## src/hdl/mbps_ram.sv

```systemverilog
// Generic single write port, single read port RAM with registered read data.
// No dependencies.
module mbps_ram #(
	parameter int WIDTH = 8,
	parameter int DEPTH = 256
) (
	input  logic                                      clk,
	input  logic                                      we,
	input  logic [((DEPTH > 1) ? $clog2(DEPTH) : 1)-1:0] waddr,
	input  logic [WIDTH-1:0]                          wdata,
	input  logic                                      re,
	input  logic [((DEPTH > 1) ? $clog2(DEPTH) : 1)-1:0] raddr,
	output logic [WIDTH-1:0]                          rdata
);
	logic [WIDTH-1:0] mem [DEPTH];

	// Write port
	always_ff @(posedge clk) begin
		if (we) begin
			mem[waddr] <= wdata;
		end
	end

	// Registered read port
	always_ff @(posedge clk) begin
		if (re) begin
			rdata <= mem[raddr];
		end
	end
endmodule

```

## config.mk

```make
export PLATFORM = sky130hd
export DESIGN_NAME = mbps_ram
export DESIGN_NICKNAME = d
export VERILOG_FILES = /design/src/hdl/mbps_ram.sv
export SDC_FILE = /design/constraint.sdc
export NUM_CORES = 2
export LEC_CHECK = 0
export ABC_AREA = 0
export BUFFER_PORTS_ARGS = -buffer_cell sky130_fd_sc_hd__buf_4
export CAP_MARGIN = 20
export CORE_ASPECT_RATIO = 2
export CORE_UTILIZATION = 60
export DETAILED_ROUTE_END_ITERATION = 7
export HOLD_SLACK_MARGIN = 0.1
export PLACE_DENSITY_LB_ADDON = 0.05
export SETUP_SLACK_MARGIN = 0.1
export SLEW_MARGIN = 20
export SYNTH_ARGS = -nofsm -noshare
export SYNTH_HDL_FRONTEND = slang
export SYNTH_SLANG_ARGS = --single-unit
export TNS_END_PERCENT = 10
```

## constraint.sdc

```tcl
create_clock -name clk -period 7 [get_ports clk]
set_input_delay 1.4 -clock clk [delete_from_list [all_inputs] [get_ports clk]]
set_output_delay 1.4 -clock clk [all_outputs]
set_load 0.03 [all_outputs]
```

# Word-level counts from Yosys, hierarchy flattened

Memories as Yosys holds them, arrays and structs flattened. A register that Yosys moved wholly into a read port is not among the register bits.
Index checks and enable logic that the tools add are counted.

Flip-flop bits (word level): 0
Output and inout bits: 8
Memory bits (writable): 2048
Memories: 1

Memory list:

| name | depth | width | rd ports | clocked after Yosys merged registers in | wr ports | RTL line | RTL |
|---|---|---|---|---|---|---|---|
| mem  | 256   | 8     | 1        | 1                                       | 1        | 15       | `logic [WIDTH-1:0] mem [DEPTH];` |

Multiplexer cells: 2

Operator list:

| operator          | count |
|---|---|
| two-way mux 1 bit | 2 |

# Logic depth before layout (Yosys ltp)

Depth in word-level cells: 2
Mapped depth: 11
Gate-level depth less buffers: 6

# Least setup slack after synthesis

OpenSTA, ideal clock, no wires.

Path kind: in2reg
Start point: in raddr[0] in the netlist's numbering
End point: reg rdata[2], read port of mem (data pin)
Setup time: 0.269 ns
Cell stages on the path: 9
Setup slack: 3.524 ns
Arrival: 3.207 ns
Cells stage by stage: buf_6 > buf_12 > buf_8 > buf_2 > mux4_2 > a22oi_1 > a21oi_1 > nor4_1 > nor4_2

RTL lines:

| what            | RTL line | RTL |
|---|---|---|
| start, declared | 12       | `input logic [((DEPTH > 1) ? $clog2(DEPTH) : 1)-1:0] raddr,` |
| end, declared   | 13       | `output logic [WIDTH-1:0] rdata` |

==> results.cfg <==
[timing]
tightest_slew_ns = 1.27
setup_violations = 0
setup_ws_ns = 2.21
maxSlewHeadroom_pct = 15.0
clock_skew_ns = 0.0258
max_freq_ghz = 0.209
rsz0062_at_grt = no
period_needed_ns = 4.79
min_period_over_period_pct = 68.4
hold_slack_ns = 0.971
setup-tns-final_ns = 0
hold_viol = 0
slew_viol_final = 0

[clock_tree]
clk_pin_slew_ns = 0.07
insertion_delay_ns = 0.82
post_cts_resized = 0
cts_buffer_depth = 3
holdBufCountCts = 0
cts_sinks = 2056
post_cts_buffers = 0
htree_levels = 4
root_buffer = clkbuf_16
cts_tree = yes
cts_buffers = 168

[finish]
drive_gt1_share_pct = 22.1
final_area_um2 = 87200
fillers = 8360
layout.nets = 3822
synthToLayoutAreaGrowth_pct = 9.49

[worst_setup_path]
cp_num_buf_inv = 4
critPathMaxStageDelay_ns = 0.92
cp.required_ns = 7.52
crit_end = rdata[2]$_DFFE_PP_
reg2reg_depth = 6
slowest_stage = nor4_1
start_kind = primary input
cp_top_family = buffers and inverters
arrival_ns = 5.31
path_max_fanout = 76
r2r_start = mem[26][2]$_DFFE_PP_
rrSetupSlack_ns = 3.89
startpoint = raddr[0]
crit_path_end_kind = register
critPathKind = primary input to register
crit_cells = 9
timing.critical_path.mode_cell = buf_4
cp_cell_sequence = buf_8 -> buf_4 -> buf_4 -> mux4_2 -> a22oi_1 -> a21oi_1 -> nor4_1 -> buf_4 -> nor4_2
r2r-end = rdata[2]$_DFFE_PP_

[synth]
yosys_most_used_dff = edfxtp_1
async_flop_share_pct = 0
ys_types = 54
yosysMostFrequentCell = edfxtp_1
ys_ff_latch = 2056
ys_top_cells_by_area = edfxtp_1 (78%), mux4_2 (13%), mux2i_1 (1.7%)
synthTopCellsByCount = edfxtp_1 (2056), mux4_2 (454), nor2_1 (282)
seq_area_frac_synth_pct = 77.5
yosysTopAreaCell = edfxtp_1
syn_inst = 3733
syn_area_um2 = 79600
synth-edff-count = 2056
synth_top_cell_area_share_pct = 77.5
synth.avg_cell_area_um2 = 21.3
syn_nets = 3760
synth_warnings = 0

[global_routing]
grt_max_degree = 195
antenna_found_initial = 8
first_global_vias = 40100
track_usage_pct = 32.0
globalRouteOverflowTotal = 0
grt_pass1_wl_mm = 295

[route]
met3_length_mm = 14.6
first_pass_iters = 7
ant_nets = 0
drt_iter0_markers = 4214
viasPerCell = 6.84
dr_total_vias = 38600
drc = 0
wire_per_inst_um = 37.1
wirelength_mm = 209
met1_length_mm = 69.5
top_layer = met5
dr_wl_met2_mm = 112

[placement]
dpl_worst_slack_ns = 1.39
gp_congestion = 0.904
place_area_um2 = 81700
place_hpwl_mm = 134
io_buffers = 34

[pwr]
p_total_w = 0.0244
power.density_nw_per_um2 = 280
p_leak_nw = 26.6
max-vdd-ir-drop_uv = 290

[min_path]
min_path_type = primary input to register

[floorplan]
initial_core_util_pct = 60.6
rows = 188
ios = 35
dieArea_um2 = 134000
fp.coreArea_um2 = 131000
die_h_um = 517
die_w_um = 260

[flow_run]
cap_violations = 0

[outcome]
outcome = complete, no violations
-- cell type report --
| class | instances | area, µm² | share of cell area (%) |
|---|---|---|---|
| multi-input combinational | 1442 | 16600 | 19.0 |
| inverter | 2 | 7.51 | 0.00861 |
| antenna | 3 | 7.51 | 0.00861 |
| tap | 1710 | 2140 | 2.45 |
| timing repair buffer | 125 | 1200 | 1.38 |
| sequential | 2056 | 61700 | 70.8 |
| clock inverter | 107 | 1130 | 1.30 |
| clock buffer | 202 | 4370 | 5.02 |
-- worst reg2reg max path: stages, from the launching register on --
cell and delay [ns]:
edfxtp_1 0.39, mux4_2 0.51, a22oi_1 0.42, a21oi_1 0.34, nor4_1 0.88, buf_4 0.25, nor4_2 0.03
-- worst min path at each step --
stage                     slack, ns                  from            endpoint  cells past startpoint
after floorplan                0.86  mem[40][3]$_DFFE_PP_  rdata[3]$_DFFE_PP_                      6
after global placement         1.08  mem[40][3]$_DFFE_PP_  rdata[3]$_DFFE_PP_                      6
after detailed placement       1.11  mem[33][5]$_DFFE_PP_  rdata[5]$_DFFE_PP_                      6
after CTS                      0.92                    re  rdata[5]$_DFFE_PP_                      1
after global routing           0.94                    re  rdata[5]$_DFFE_PP_                      1
final                          0.97                    re  rdata[0]$_DFFE_PP_                      1
-- power breakdown --
group	internal (W)	switching, W	leakage, nW
clock network	0.00517	0.00439	2.64
registers	0.0136	0.0000182	18.5
logic	0.000409	0.000852	5.51
total	0.0192	0.00526	26.6
-- per-stage QoR --
stage | cells | util (%)
after floorplan | 3733 | -
after global placement | 5332 | 62.0
after detailed placement | 5335 | 62.1
after CTS | 5644 | 66.3
after global routing | 5646 | 66.3
final | 5647 | 66.3
-- state kept, by name, indices dropped and copies added (netlist names) --
| signal | flops |
|---|---|
| rdata | 8 |
| mem | 2048 |
-- cell families (layout without fill, tap and decap cells) --
| group | after synthesis | count (layout) | share of synthesized area [%] |
|---|---|---|---|
| DFF | 2056 | 2056 | 77.5 |
| AOI/OAI and AO/OA | 385 | 385 | 3.42 |
| buffers and inverters | 235 | 436 | 1.83 |
| muxes | 591 | 591 | 14.6 |
| and+or+nand+nor | 466 | 466 | 2.63 |
| other | 0 | 3 | 0 |
-- cells in the final DEF, fill, tap and decap left out, drive strengths merged, types with 4 or more instances in the layout --
cell,netlist,final
bufinv,0,18
o22a,5,5
o32ai,5,5
a2111oi,5,5
edfxtp,2056,2056
clkinvlp,0,17
a211oi,16,16
buf,122,117
and2,6,6
inv,1,7
nand4,10,10
nand2,33,33
o21ai,12,12
o22ai,28,28
a22o,8,8
mux2i,134,134
nand2b,8,8
a21oi,96,96
a22oi,133,133
o221ai,47,47
nor2,282,282
clkinv,1,67
nand3,34,34
nor3,22,22
nor4,27,27
nor2b,31,31
clkbuf,111,210
or2,4,4
o211ai,10,10
a221oi,14,14
mux4,456,456
-- layer usage --
metal  up-vias  track usage [%]
met4         2             18.8
li1      15800                -
met5         -                0
met1     20500             37.3
met2      1888             56.0
met3       476             5.00
No activity file was read; power rests on OpenSTA's default activity.
